===== config.mk =====
export PLATFORM = sky130hd
export DESIGN_NAME = packed_name_symbol_decoder_top_flat
export DESIGN_NICKNAME = d
export VERILOG_FILES = /design/src/rtl/pnsd_pkg.sv /design/src/rtl/pnsd_req_if.sv /design/src/rtl/pnsd_rsp_if.sv /design/src/rtl/pnsd_decode.sv /design/src/rtl/packed_name_symbol_decoder_top.sv /design/src/flat_wrapper.sv
export SDC_FILE = /design/constraint.sdc
export NUM_CORES = 1
export LEC_CHECK = 0
export BUFFER_PORTS_ARGS = -buffer_cell sky130_fd_sc_hd__buf_2
export CAP_MARGIN = 25
export CORE_MARGIN = 5
export CORE_UTILIZATION = 63
export DETAILED_ROUTE_END_ITERATION = 10
export GPL_TIMING_DRIVEN = 0
export PLACE_DENSITY = 0.9
export RECOVER_POWER = 100
export SLEW_MARGIN = 20
export SYNTH_ARGS = -nofsm -noshare
export SYNTH_HDL_FRONTEND = slang
export SYNTH_SLANG_ARGS = --single-unit

===== constraint.sdc =====
create_clock -name clock -period 9.9 [get_ports clock]
set_input_delay 1.98 -clock clock [delete_from_list [all_inputs] [get_ports clock]]
set_output_delay 1.98 -clock clock [all_outputs]
set_load 0.01 [all_outputs]

===== src/rtl/pnsd_pkg.sv =====
`timescale 1ns / 1ps
// ----------------------------------------------------------------------------
// pnsd_pkg
// Shared types, constants and symbol functions of the packed name decoder.
// ----------------------------------------------------------------------------
package pnsd_pkg;

   // Name store size and the position counter that must reach it
   localparam int MAX_NAME_LEN = 256;
   localparam int POS_W        = $clog2(MAX_NAME_LEN + 1);

   // Result queue
   localparam int QUEUE_DEPTH  = 4;
   localparam int PTR_W        = $clog2(QUEUE_DEPTH);
   localparam int CNT_W        = $clog2(QUEUE_DEPTH + 1);

   // Symbol and character constants
   localparam logic [5:0] SYM_HDR_MIN  = 6'h30;
   localparam logic [7:0] CHAR_INVALID = 8'h2B;  // '+'
   localparam logic [7:0] CHAR_TERM    = 8'h00;

   // Byte phases of the three-byte symbol group
   localparam logic [1:0] BP_FIRST  = 2'd0;
   localparam logic [1:0] BP_SECOND = 2'd1;
   localparam logic [1:0] BP_THIRD  = 2'd2;

   typedef enum logic [1:0] {
      HP_FIRST,
      HP_SECOND,
      HP_BODY,
      HP_DONE
   } hp_type;

   typedef enum logic [1:0] {
      ERR_OK,
      ERR_DELTA,
      ERR_CHAR,
      ERR_LONG
   } err_type;

   typedef struct packed {
      logic [7:0] char_code;
      logic [7:0] char_pos;
      logic [6:0] keep_count;
      logic       name_end;
      err_type    error_code;
      logic       last_of_item;
   } rsp_type;

   typedef struct packed {
      hp_type           phase;
      logic [2:0]       hdr_low;
      logic [POS_W-1:0] pos;
      logic [6:0]       keep;
   } dec_state_type;

   typedef struct packed {
      dec_state_type st;
      logic          emit;
      rsp_type       res;
   } step_type;

   typedef struct packed {
      logic    emit_a;
      logic    emit_b;
      rsp_type res_a;
      rsp_type res_b;
   } dec_out_type;

   localparam dec_state_type ST_RESET = '{HP_FIRST, 3'd0, {POS_W{1'b0}}, 7'd0};

   // Fixed 64-entry character table
   function automatic logic [7:0] char_map(input logic [5:0] sym);
      logic [7:0] c;
      logic [7:0] s;
      s = {2'b00, sym};
      c = CHAR_INVALID;
      if (sym < 6'd10) begin
         case (sym[3:0])
            4'd0:    c = CHAR_TERM;
            4'd1:    c = 8'h20;
            4'd2:    c = 8'h23;
            4'd3:    c = 8'h24;
            4'd4:    c = 8'h28;
            4'd5:    c = 8'h29;
            4'd6:    c = 8'h2D;
            4'd7:    c = 8'h2E;
            4'd8:    c = 8'h2F;
            4'd9:    c = 8'h3F;
            default: c = CHAR_INVALID;
         endcase
      end else if (sym < 6'd20) begin
         c = 8'h30 + (s - 8'd10);
      end else if (sym == 6'd20) begin
         c = 8'h5F;
      end else if (sym < 6'd47) begin
         c = 8'h61 + (s - 8'd21);
      end else if (sym == 6'd47) begin
         c = 8'h7E;
      end
      return c;
   endfunction

   // Emit a character, terminator or error result at the current position
   function automatic step_type emit_body(input dec_state_type st, input logic [5:0] sym);
      step_type   o;
      logic [7:0] c;
      o      = '0;
      o.st   = st;
      o.emit = 1'b1;
      o.res.char_pos   = st.pos[7:0];
      o.res.keep_count = st.keep;
      o.res.error_code = ERR_OK;
      c = char_map(sym);
      if (st.pos >= POS_W'(MAX_NAME_LEN)) begin
         o.res.error_code = ERR_LONG;
         o.st.phase       = HP_DONE;
      end else if (c == CHAR_INVALID) begin
         o.res.char_code  = c;
         o.res.error_code = ERR_CHAR;
         o.st.phase       = HP_DONE;
      end else if (c == CHAR_TERM) begin
         o.res.name_end = 1'b1;
         o.st.phase     = HP_DONE;
      end else begin
         o.res.char_code = c;
         o.st.pos        = st.pos + 1'b1;
      end
      return o;
   endfunction

   // Take one symbol through the header and body logic
   function automatic step_type take_symbol(input dec_state_type st, input logic [5:0] sym);
      step_type      o;
      dec_state_type s;
      o    = '0;
      o.st = st;
      s    = st;
      case (st.phase)
         HP_FIRST: begin
            if (sym >= SYM_HDR_MIN) begin
               if (sym[5:3] != 3'b111) begin
                  o.emit           = 1'b1;
                  o.res.error_code = ERR_DELTA;
                  o.st.phase       = HP_DONE;
               end else begin
                  o.st.hdr_low = sym[2:0];
                  o.st.phase   = HP_SECOND;
               end
            end else begin
               s.keep  = 7'd0;
               s.pos   = '0;
               s.phase = HP_BODY;
               o       = emit_body(s, sym);
            end
         end
         HP_SECOND: begin
            if (sym[5:4] != 2'b10) begin
               o.emit           = 1'b1;
               o.res.error_code = ERR_DELTA;
               o.st.phase       = HP_DONE;
            end else begin
               o.st.keep  = {sym[3:0], st.hdr_low};
               o.st.pos   = POS_W'({sym[3:0], st.hdr_low});
               o.st.phase = HP_BODY;
            end
         end
         HP_BODY: begin
            o = emit_body(st, sym);
         end
         default: begin
            o.emit = 1'b0;
         end
      endcase
      return o;
   endfunction

endpackage


===== src/rtl/pnsd_req_if.sv =====
`timescale 1ns / 1ps
// ----------------------------------------------------------------------------
// pnsd_req_if
// Byte channel into the packed name decoder.
// ----------------------------------------------------------------------------
interface pnsd_req_if;
   logic       valid;
   logic       ready;
   logic [7:0] name_byte;
   logic       name_start;

   modport source (output valid, output name_byte, output name_start, input ready);
   modport sink   (input valid, input name_byte, input name_start, output ready);
endinterface


===== src/rtl/pnsd_rsp_if.sv =====
`timescale 1ns / 1ps
// ----------------------------------------------------------------------------
// pnsd_rsp_if
// Character result channel out of the packed name decoder.
// ----------------------------------------------------------------------------
interface pnsd_rsp_if;
   logic       valid;
   logic       ready;
   logic [7:0] char_code;
   logic [7:0] char_pos;
   logic [6:0] keep_count;
   logic       name_end;
   logic [1:0] error_code;
   logic       last_of_item;

   modport source (output valid, output char_code, output char_pos, output keep_count,
                   output name_end, output error_code, output last_of_item, input ready);
   modport sink   (input valid, input char_code, input char_pos, input keep_count,
                   input name_end, input error_code, input last_of_item, output ready);
endinterface


===== src/rtl/pnsd_decode.sv =====
`timescale 1ns / 1ps
// ----------------------------------------------------------------------------
// pnsd_decode
// Unpacks up to two 6-bit symbols from each byte, runs the delta header and
// character logic on them in order and holds the per-name state.
// ----------------------------------------------------------------------------
module pnsd_decode (
   input  logic                 clock,
   input  logic                 reset,
   input  logic                 accept,
   input  logic [7:0]           name_byte,
   input  logic                 name_start,
   output pnsd_pkg::dec_out_type dec_out
);

   logic [1:0]              byte_phase_ff, byte_phase_in;
   logic [3:0]              carry_ff, carry_in;
   pnsd_pkg::dec_state_type st_ff, st_in;

   logic [1:0]              bp0;
   logic [3:0]              carry0;
   pnsd_pkg::dec_state_type st0;
   logic [5:0]              sym_a, sym_b;
   logic                    two_sym;
   pnsd_pkg::step_type      step_a, step_b;

   // Unpack symbols and step the header and body logic
   always_comb begin
      st0    = name_start ? pnsd_pkg::ST_RESET : st_ff;
      bp0    = name_start ? pnsd_pkg::BP_FIRST : byte_phase_ff;
      carry0 = name_start ? 4'd0 : carry_ff;
      sym_b  = name_byte[7:2];
      case (bp0)
         pnsd_pkg::BP_FIRST: begin
            sym_a         = name_byte[5:0];
            two_sym       = 1'b0;
            carry_in      = {2'b00, name_byte[7:6]};
            byte_phase_in = pnsd_pkg::BP_SECOND;
         end
         pnsd_pkg::BP_SECOND: begin
            sym_a         = {name_byte[3:0], carry0[1:0]};
            two_sym       = 1'b0;
            carry_in      = name_byte[7:4];
            byte_phase_in = pnsd_pkg::BP_THIRD;
         end
         default: begin
            sym_a         = {name_byte[1:0], carry0};
            two_sym       = 1'b1;
            carry_in      = 4'd0;
            byte_phase_in = pnsd_pkg::BP_FIRST;
         end
      endcase

      step_a = pnsd_pkg::take_symbol(st0, sym_a);
      step_b = pnsd_pkg::take_symbol(step_a.st, sym_b);
      st_in  = two_sym ? step_b.st : step_a.st;

      dec_out.emit_a = accept & step_a.emit;
      dec_out.emit_b = accept & two_sym & step_b.emit;
      dec_out.res_a  = step_a.res;
      dec_out.res_a.last_of_item = ~(two_sym & step_b.emit);
      dec_out.res_b  = step_b.res;
      dec_out.res_b.last_of_item = 1'b1;
   end

   // Advance the name state on each accepted byte
   always_ff @(posedge clock) begin
      if (reset) begin
         byte_phase_ff <= pnsd_pkg::BP_FIRST;
         carry_ff      <= 4'd0;
         st_ff         <= pnsd_pkg::ST_RESET;
      end else if (accept) begin
         byte_phase_ff <= byte_phase_in;
         carry_ff      <= carry_in;
         st_ff         <= st_in;
      end
   end

endmodule


===== src/rtl/packed_name_symbol_decoder_top.sv =====
`timescale 1ns / 1ps
// ----------------------------------------------------------------------------
// packed_name_symbol_decoder_top
// Decodes a packed name byte stream into characters with their positions.
//
//   channel   dir  handshake     payload
//   req_chan  in   valid/ready   name_byte, name_start
//   rsp_chan  out  valid/ready   char_code, char_pos, keep_count, name_end,
//                                error_code, last_of_item
//
// One byte is taken per cycle; its zero, one or two results are written to a
// four-entry result queue in the same edge and leave one per cycle.
// A byte is taken while the queue holds two entries or fewer, so the output
// port, at one result a cycle, sets the sustained rate.
// Reset is synchronous; it empties the queue and returns to the start of a name.
// Stalls on rsp_chan fill the queue and then hold off req_chan.
// ----------------------------------------------------------------------------
module packed_name_symbol_decoder_top (
   input  logic         clock,
   input  logic         reset,
   pnsd_req_if.sink     req_chan,
   pnsd_rsp_if.source   rsp_chan
);

   logic                      accept;
   logic                      pop;
   pnsd_pkg::dec_out_type     dec_out;

   pnsd_pkg::rsp_type         queue_ff [pnsd_pkg::QUEUE_DEPTH];
   logic [pnsd_pkg::PTR_W-1:0] wr_ptr_ff, wr_ptr_in;
   logic [pnsd_pkg::PTR_W-1:0] rd_ptr_ff, rd_ptr_in;
   logic [pnsd_pkg::CNT_W-1:0] count_ff, count_in;
   logic [pnsd_pkg::PTR_W-1:0] wr_b_ptr;
   pnsd_pkg::rsp_type         head;

   // Handshakes
   assign req_chan.ready = count_ff <= pnsd_pkg::CNT_W'(pnsd_pkg::QUEUE_DEPTH - 2);
   assign accept         = req_chan.valid & req_chan.ready;
   assign rsp_chan.valid = count_ff != '0;
   assign pop            = rsp_chan.valid & rsp_chan.ready;

   pnsd_decode u_decode (
      .clock      (clock),
      .reset      (reset),
      .accept     (accept),
      .name_byte  (req_chan.name_byte),
      .name_start (req_chan.name_start),
      .dec_out    (dec_out)
   );

   // Queue pointers and fill level
   always_comb begin
      wr_b_ptr  = wr_ptr_ff + pnsd_pkg::PTR_W'(dec_out.emit_a);
      wr_ptr_in = wr_b_ptr + pnsd_pkg::PTR_W'(dec_out.emit_b);
      rd_ptr_in = rd_ptr_ff + pnsd_pkg::PTR_W'(pop);
      count_in  = count_ff + pnsd_pkg::CNT_W'(dec_out.emit_a)
                           + pnsd_pkg::CNT_W'(dec_out.emit_b)
                           - pnsd_pkg::CNT_W'(pop);
   end

   always_ff @(posedge clock) begin
      if (reset) begin
         wr_ptr_ff <= '0;
         rd_ptr_ff <= '0;
         count_ff  <= '0;
      end else begin
         wr_ptr_ff <= wr_ptr_in;
         rd_ptr_ff <= rd_ptr_in;
         count_ff  <= count_in;
      end
   end

   // Hold results in the queue
   always_ff @(posedge clock) begin
      if (dec_out.emit_a) begin
         queue_ff[wr_ptr_ff] <= dec_out.res_a;
      end
      if (dec_out.emit_b) begin
         queue_ff[wr_b_ptr] <= dec_out.res_b;
      end
   end

   // Drive the result channel from the queue head
   assign head                  = queue_ff[rd_ptr_ff];
   assign rsp_chan.char_code    = head.char_code;
   assign rsp_chan.char_pos     = head.char_pos;
   assign rsp_chan.keep_count   = head.keep_count;
   assign rsp_chan.name_end     = head.name_end;
   assign rsp_chan.error_code   = head.error_code;
   assign rsp_chan.last_of_item = head.last_of_item;

   // Queue never overfills
   a_queue_bound: assert property (@(posedge clock) disable iff (reset)
      count_ff <= pnsd_pkg::CNT_W'(pnsd_pkg::QUEUE_DEPTH))
      else $error("result queue overfilled");

   // A terminator always comes without an error
   a_end_ok: assert property (@(posedge clock) disable iff (reset)
      rsp_chan.valid && rsp_chan.name_end |-> rsp_chan.error_code == pnsd_pkg::ERR_OK)
      else $error("terminator carries an error");

   // A bad delta header carries no position or kept length
   a_delta_clear: assert property (@(posedge clock) disable iff (reset)
      rsp_chan.valid && rsp_chan.error_code == pnsd_pkg::ERR_DELTA |->
         rsp_chan.char_pos == 8'd0 && rsp_chan.keep_count == 7'd0)
      else $error("delta error result not cleared");

   // A second result of one byte is only written beside a taken byte
   a_push_accept: assert property (@(posedge clock) disable iff (reset)
      dec_out.emit_b |-> accept && count_ff <= pnsd_pkg::CNT_W'(pnsd_pkg::QUEUE_DEPTH - 2))
      else $error("result written without room");

endmodule

===== src/flat_wrapper.sv =====
// flat-port wrapper written by rule: the top's interface ports become plain ports
module packed_name_symbol_decoder_top_flat 
  (clock, reset, req_chan_valid, req_chan_name_byte, req_chan_name_start, req_chan_ready, rsp_chan_valid, rsp_chan_char_code, rsp_chan_char_pos, rsp_chan_keep_count, rsp_chan_name_end, rsp_chan_error_code, rsp_chan_last_of_item, rsp_chan_ready);
  pnsd_req_if req_chan_i ();
  pnsd_rsp_if rsp_chan_i ();
  input  logic clock;
  input  logic reset;
  input wire logic [$bits(req_chan_i.valid)-1:0] req_chan_valid;
  input wire logic [$bits(req_chan_i.name_byte)-1:0] req_chan_name_byte;
  input wire logic [$bits(req_chan_i.name_start)-1:0] req_chan_name_start;
  output wire logic [$bits(req_chan_i.ready)-1:0] req_chan_ready;
  output wire logic [$bits(rsp_chan_i.valid)-1:0] rsp_chan_valid;
  output wire logic [$bits(rsp_chan_i.char_code)-1:0] rsp_chan_char_code;
  output wire logic [$bits(rsp_chan_i.char_pos)-1:0] rsp_chan_char_pos;
  output wire logic [$bits(rsp_chan_i.keep_count)-1:0] rsp_chan_keep_count;
  output wire logic [$bits(rsp_chan_i.name_end)-1:0] rsp_chan_name_end;
  output wire logic [$bits(rsp_chan_i.error_code)-1:0] rsp_chan_error_code;
  output wire logic [$bits(rsp_chan_i.last_of_item)-1:0] rsp_chan_last_of_item;
  input wire logic [$bits(rsp_chan_i.ready)-1:0] rsp_chan_ready;
  assign req_chan_i.valid = req_chan_valid;
  assign req_chan_i.name_byte = req_chan_name_byte;
  assign req_chan_i.name_start = req_chan_name_start;
  assign req_chan_ready = req_chan_i.ready;
  assign rsp_chan_valid = rsp_chan_i.valid;
  assign rsp_chan_char_code = rsp_chan_i.char_code;
  assign rsp_chan_char_pos = rsp_chan_i.char_pos;
  assign rsp_chan_keep_count = rsp_chan_i.keep_count;
  assign rsp_chan_name_end = rsp_chan_i.name_end;
  assign rsp_chan_error_code = rsp_chan_i.error_code;
  assign rsp_chan_last_of_item = rsp_chan_i.last_of_item;
  assign rsp_chan_i.ready = rsp_chan_ready;
  packed_name_symbol_decoder_top u_core (.clock(clock), .reset(reset), .req_chan(req_chan_i), .rsp_chan(rsp_chan_i));
endmodule

# After elaboration in Yosys (flattened, before gate mapping)

Memories as Yosys holds them, arrays and structs flattened. A register that Yosys moved wholly into a read port is not among the register bits.
Cells that the tools add are included.

Muxes and demuxes: 115
Reductions and logical operators: 9
Equal/unequal tests: 17
Bitwise gates (word level): 7
$add $sub $neg: 16
Order comparisons: 11

Operator list:

| operator                                                              | number |
|---|---|
| 8-bit two-way mux                                                     | 26 |
| 16-bit case mux with 3 select lines                                   | 2 |
| 24-bit case mux with 2 select lines                                   | 2 |
| 16-bit two-way mux                                                    | 4 |
| 9-bit two-way mux                                                     | 6 |
| 24-bit two-way mux                                                    | 2 |
| 21-bit two-way mux                                                    | 2 |
| 2-bit two-way mux                                                     | 18 |
| 1-bit two-way mux                                                     | 35 |
| 8-bit by 6-bit == test with 1-bit output (second input constant)      | 4 |
| 8-bit logical NOT                                                     | 4 |
| 2-bit case mux with 3 select lines                                    | 4 |
| 9-bit by 1-bit adder with 9-bit output (second input constant)        | 2 |
| 9-bit greater-or-equal comparator (second input constant)             | 2 |
| 7-bit by 7-bit adder with 8-bit output (first input constant)         | 2 |
| 7-bit by 8-bit adder with 8-bit output (first input constant)         | 2 |
| 7-bit two-way mux                                                     | 2 |
| 6-bit by 4-bit subtractor with 7-bit output (second input constant)   | 2 |
| 6-bit by 5-bit subtractor with 7-bit output (second input constant)   | 2 |
| 6-bit by 5-bit == test with 1-bit output (second input constant)      | 2 |
| 6-bit == test (second input constant)                                 | 2 |
| 6-bit greater-or-equal comparator (second input constant)             | 2 |
| 6-bit by 4-bit < comparator with 1-bit output (second input constant) | 2 |
| 6-bit by 5-bit < comparator with 1-bit output (second input constant) | 2 |
| 21 further kinds                                                      | 42 |

Memories kept: 5
Flip-flop bits (word level): 34
RAM bits: 108
ROM bits: 384
Logic and storage cells: 189

Memory list:

| name             | words | bits a word | read ports | clocked after memory_dff | write ports | RTL line                             | text |
|---|---|---|---|---|---|---|---|
| u_core.queue_ff  | 4     | 27          | 1          | 1                        | 2           | packed_name_symbol_decoder_top.sv:29 | `pnsd_pkg::rsp_type queue_ff [pnsd_pkg::QUEUE_DEPTH];` |
| (name not given) | 16    | 6           | 1          | 0                        | 0           | pnsd_pkg.sv:79                       | `case (sym[3:0])` |
| (name not given) | 16    | 6           | 1          | 0                        | 0           | pnsd_pkg.sv:79                       |  |
| (name not given) | 16    | 6           | 1          | 0                        | 0           | pnsd_pkg.sv:79                       |  |
| (name not given) | 16    | 6           | 1          | 0                        | 0           | pnsd_pkg.sv:79                       |  |

# Depth between registers and ports, before layout

Depth after elaboration: 24
Depth in mapped cells: 31
Depth with buffers taken out: 28

# By module

A second synthesis with hierarchy kept.

Cells, all modules: 1045
Area, all modules: 10582.6 µm²

By module, submodules not included:

| module                         | instances | area each (µm²) | cells each |
|---|---|---|---|
| packed_name_symbol_decoder_top | 1         | 5622.9          | 304 |
| pnsd_decode                    | 1         | 4959.8          | 741 |

# Least setup slack after synthesis

Ideal clock, no wire load.

Path kind: in2reg
From: input req_chan_name_start
To: memory u_core.queue_ff[2][10] in the netlist's numbering (enable)
Setup slack: 1774 ps
Library setup time: 585 ps
Arrival time: 7540 ps
Stages: 28
Buffers on the path: 4
Path through: buf_4 > o21bai_1 > mux2_2 > inv_1 > ha_1 > ha_1 > nand3b_1 > mux2i_1 > xnor2_1 > a22o_1 > or3_1 > mux2i_1 > nand2_1 > a31oi_1 > o21bai_1 > ha_1 > clkbuf_1 > a21oi_1 > nor2_1 > nor2_1 > nor2_1 > and2_1 > clkbuf_1 > inv_1 > nor2_1 > nand2_1 > clkbuf_1 > o21ai_0

RTL lines:

| item        | RTL line                             | text |
|---|---|---|
| from (decl) | flat_wrapper.sv:10                   | `input wire logic [$bits(req_chan_i.name_start)-1:0] req_chan_name_start;` |
| to (decl)   | packed_name_symbol_decoder_top.sv:29 |  |

==> impl_metrics.ini <==
[placement]
port_buffers = 39
routabilityCongestion = 1.05
dpl.cell_count = 1356
dp_hpwl_mm = 23.0

[yosys]
ys_seq_area_share_pct = 39.1
synth_seq_cells = 142
synth.cell_area_um2 = 9930
synth.top_cell.area_share_pct = 31.5
post_synth_main_area_contributors = edfxtp_1 (31%), dfxtp_1 (7.7%), mux4_2 (6.1%), nand2_1 (4.8%), ha_1 (4.5%)
yosys.area.top_type = edfxtp_1
synth_edf_count = 104
syn_nets = 1155
async_flop_share_pct = 0
yosys_warnings = 0
synthFlopType = edfxtp_1
avgSynthCellArea_um2 = 8.99
syn_inst = 1104
ys_types = 85

[pwr]
irDropWorstVdd_mv = 0.122
cellLeakagePower_nw = 3.75
powerDensity_nw_per_um2 = 219

[critical_path]
slowest_stage = or2_2
path_buf_inv = 6
worstPathMaxFanout = 26
max_stage_delay_ps = 730
start_kind = input port
end_kind = register
required_ps = 9950
critical_path_class = in2reg
arrival_ps = 9480
path_delay_family = simple AND/OR/NAND/NOR gates
r2r_setup_slack_ps = 1870

[routing]
drtPass1Iterations = 11
vias_per_cell = 7.26
postRouteAntennaNets = 0
wl_mm = 33.7
drc = 10
post_drt_wl_per_cell_um = 24.3
vias = 10073
drtIter0Drc = 1870

[final_layout]
drive_gt1_share_pct = 9.35
fin_cells = 1388
n_antenna_cell = 0
layout_commonest_cell = nand2_1
syn2layout_area_growth_pct = 11.0
fill_cells = 1102
ff_latch_area_um2 = 3880
nets = 1215
layout_common_cells = nand2_1 (125), nor2_1 (105), edfxtp_1 (104), clkbuf_1 (95), o21ai_0 (87)
multi_input_area_um2 = 5670

[run_status]
violations = DRC
outcome = finished, violations left

[timing]
fmax_mhz = 106
rsz0062_at_grt = no
hold_violations = 0
fin_hold_ws_ps = 469
period_share_pct = 95.3
worst_clock_skew_ps = 11.0
slew_viol_final = 0
period_minus_slack_ps = 9430
report.final.setup_viol = 0
slew_headroom_pct = 32.1
max_slew.worst_pin.slew_ps = 1010

[cts]
cts_num_sinks = 142
ctsHoldBuffers = 0
clockBufferDepth = 2
cts_tree = done
clk_pin_slew_ps = 60
clock_latency_ps = 430
cts_resized = 0
cts_buffers = 17
clockRootBuffer = clkbuf_16
cts_setup_buffers = 0
htreeDepth = 4

[global_route]
grt_usage_pct = 36.6
grt_overflow = 0
grt_start_max_net_pins = 27
grt_pass1_wl_mm = 52.1
antenna_found_initial = 0
grt_pass1_vias = 9519

[die]
io_pins = 42
start_util_pct = 64.8
die-area_um2 = 18400
row_count = 45
die_h_um = 136
die_x_um = 136
fp.coreArea_um2 = 15300

[hold_path]
hold_class = reg2reg

[job]
cap_violations = 0
-- state kept, by name, indices dropped and copies added (netlist names) --
name / cells
u_core.wr_ptr_ff: 2
u_core.u_decode.byte_phase_ff: 2
u_core.u_decode.carry_ff: 4
u_core.u_decode.st_ff: 21
u_core.rd_ptr_ff: 2
u_core.count_ff: 3
u_core.queue_ff: 108
-- worst reg2reg max path, stage by stage (launching register included) --
cell and delay [ps]:
dfxtp_1 320, buf_4 160, o21bai_1 260, mux2_1 480
inv_1 400, ha_1 390, ha_1 330, nand3b_1 150
mux2i_1 290, xnor2_1 100, a22o_1 250, or3_1 360
mux2i_1 580, nand2_1 230, a31oi_1 200, o21bai_1 180
inv_1 150, ha_1 320, a21oi_1 110, nor2_1 100
nor2_1 50, nor2_1 370, and2_1 190, clkbuf_1 210
inv_1 160, nor3_1 590, or2_2 730
-- worst paths after layout --
| kind | to | startpoint | cells past startpoint |
|---|---|---|---|
| setup / recovery | u_core.queue_ff[0][1]$_DFFE_PP_ | req_chan_name_start | 27 |
| hold / removal | u_core.u_decode.st_ff[20]$_SDFFE_PP0P_ | u_core.u_decode.st_ff[20]$_SDFFE_PP0P_ | 2 |
| setup reg to reg | u_core.queue_ff[0][1]$_DFFE_PP_ | u_core.u_decode.byte_phase_ff[1]$_SDFFE_PP0P_ | 26 |
| hold reg to reg | u_core.u_decode.st_ff[20]$_SDFFE_PP0P_ | u_core.u_decode.st_ff[20]$_SDFFE_PP0P_ | 2 |
-- cell type report --
| type | instances | area share, % |
|---|---|---|
| Sequential cell | 142 | 35.2 |
| Timing Repair Buffer | 41 | 1.84 |
| Buffer | 77 | 2.77 |
| Clock inverter | 15 | 1.58 |
| Tap cell | 211 | 2.40 |
| Multi-Input combinational cell | 859 | 51.4 |
| Inverter | 26 | 0.886 |
| Clock buffer | 17 | 3.86 |
-- report_power, final --
part | internal (mW) | leakage (nW) | switching, mW | total (mW)
Combinational | 0.330 | 2.10 | 0.623 | 0.953
Clock | 0.380 | 0.289 | 0.283 | 0.664
Sequential | 0.741 | 1.36 | 0.0508 | 0.791
Total | 1.45 | 3.75 | 0.957 | 2.41
-- metal layers --
metal | track usage (%) | vias up | wire (um)
met1 | 46.0 | 4556 | 11800
met2 | 58.1 | 993 | 15100
met5 | 0 | - | 0
met3 | 10.4 | 222 | 4790
met4 | 18.3 | 0 | 2030
li1 | - | 4302 | -
-- cell families after synthesis --
family | count (synthesis) | share of synthesized area [%]
compound gates | 337 | 22.0
xor+xnor | 24 | 2.12
fa+ha+maj | 38 | 4.94
buf+inv | 103 | 4.06
flops | 142 | 39.1
mux | 38 | 7.34
simple gates | 422 | 20.4
-- synth_stat cells, drive strengths merged, types with 6 or more instances --
cell and n:
nand4 9, a211oi 20, inv 26, nor2 105, nor3 21, nor4 6, a22oi 6, clkbuf 65
mux2i 6, o22ai 69, a221oi 7, a21o 11, mux4 27, nand3 67, a31oi 9, nand2 127
dfxtp 38, a311oi 6, nand2b 12, nor2b 19, ha 36, and2 20, buf 12, o21ai 90
or3 7, a21oi 57, xor2 8, xnor2 16, o211ai 7, edfxtp 104, and3 6
-- through the flow --
step / instance area (um2) / TNS, ps / utilization (%) / power (mW) / setup WS [ps]
after floorplan: 9930 / 0 / - / 1.42 / 1770
after global routing: 11000 / 0 / 72.0 / 2.49 / 187
after global placement: 10400 / -24460 / 67.8 / 1.68 / -942
after CTS: 11000 / 0 / 72.1 / 2.38 / 921
final: 11000 / 0 / 72.0 / 2.41 / 469
after detailed placement: 10400 / 0 / 68.2 / 1.72 / 584
Note: power is estimated with default switching activity, not from simulation.
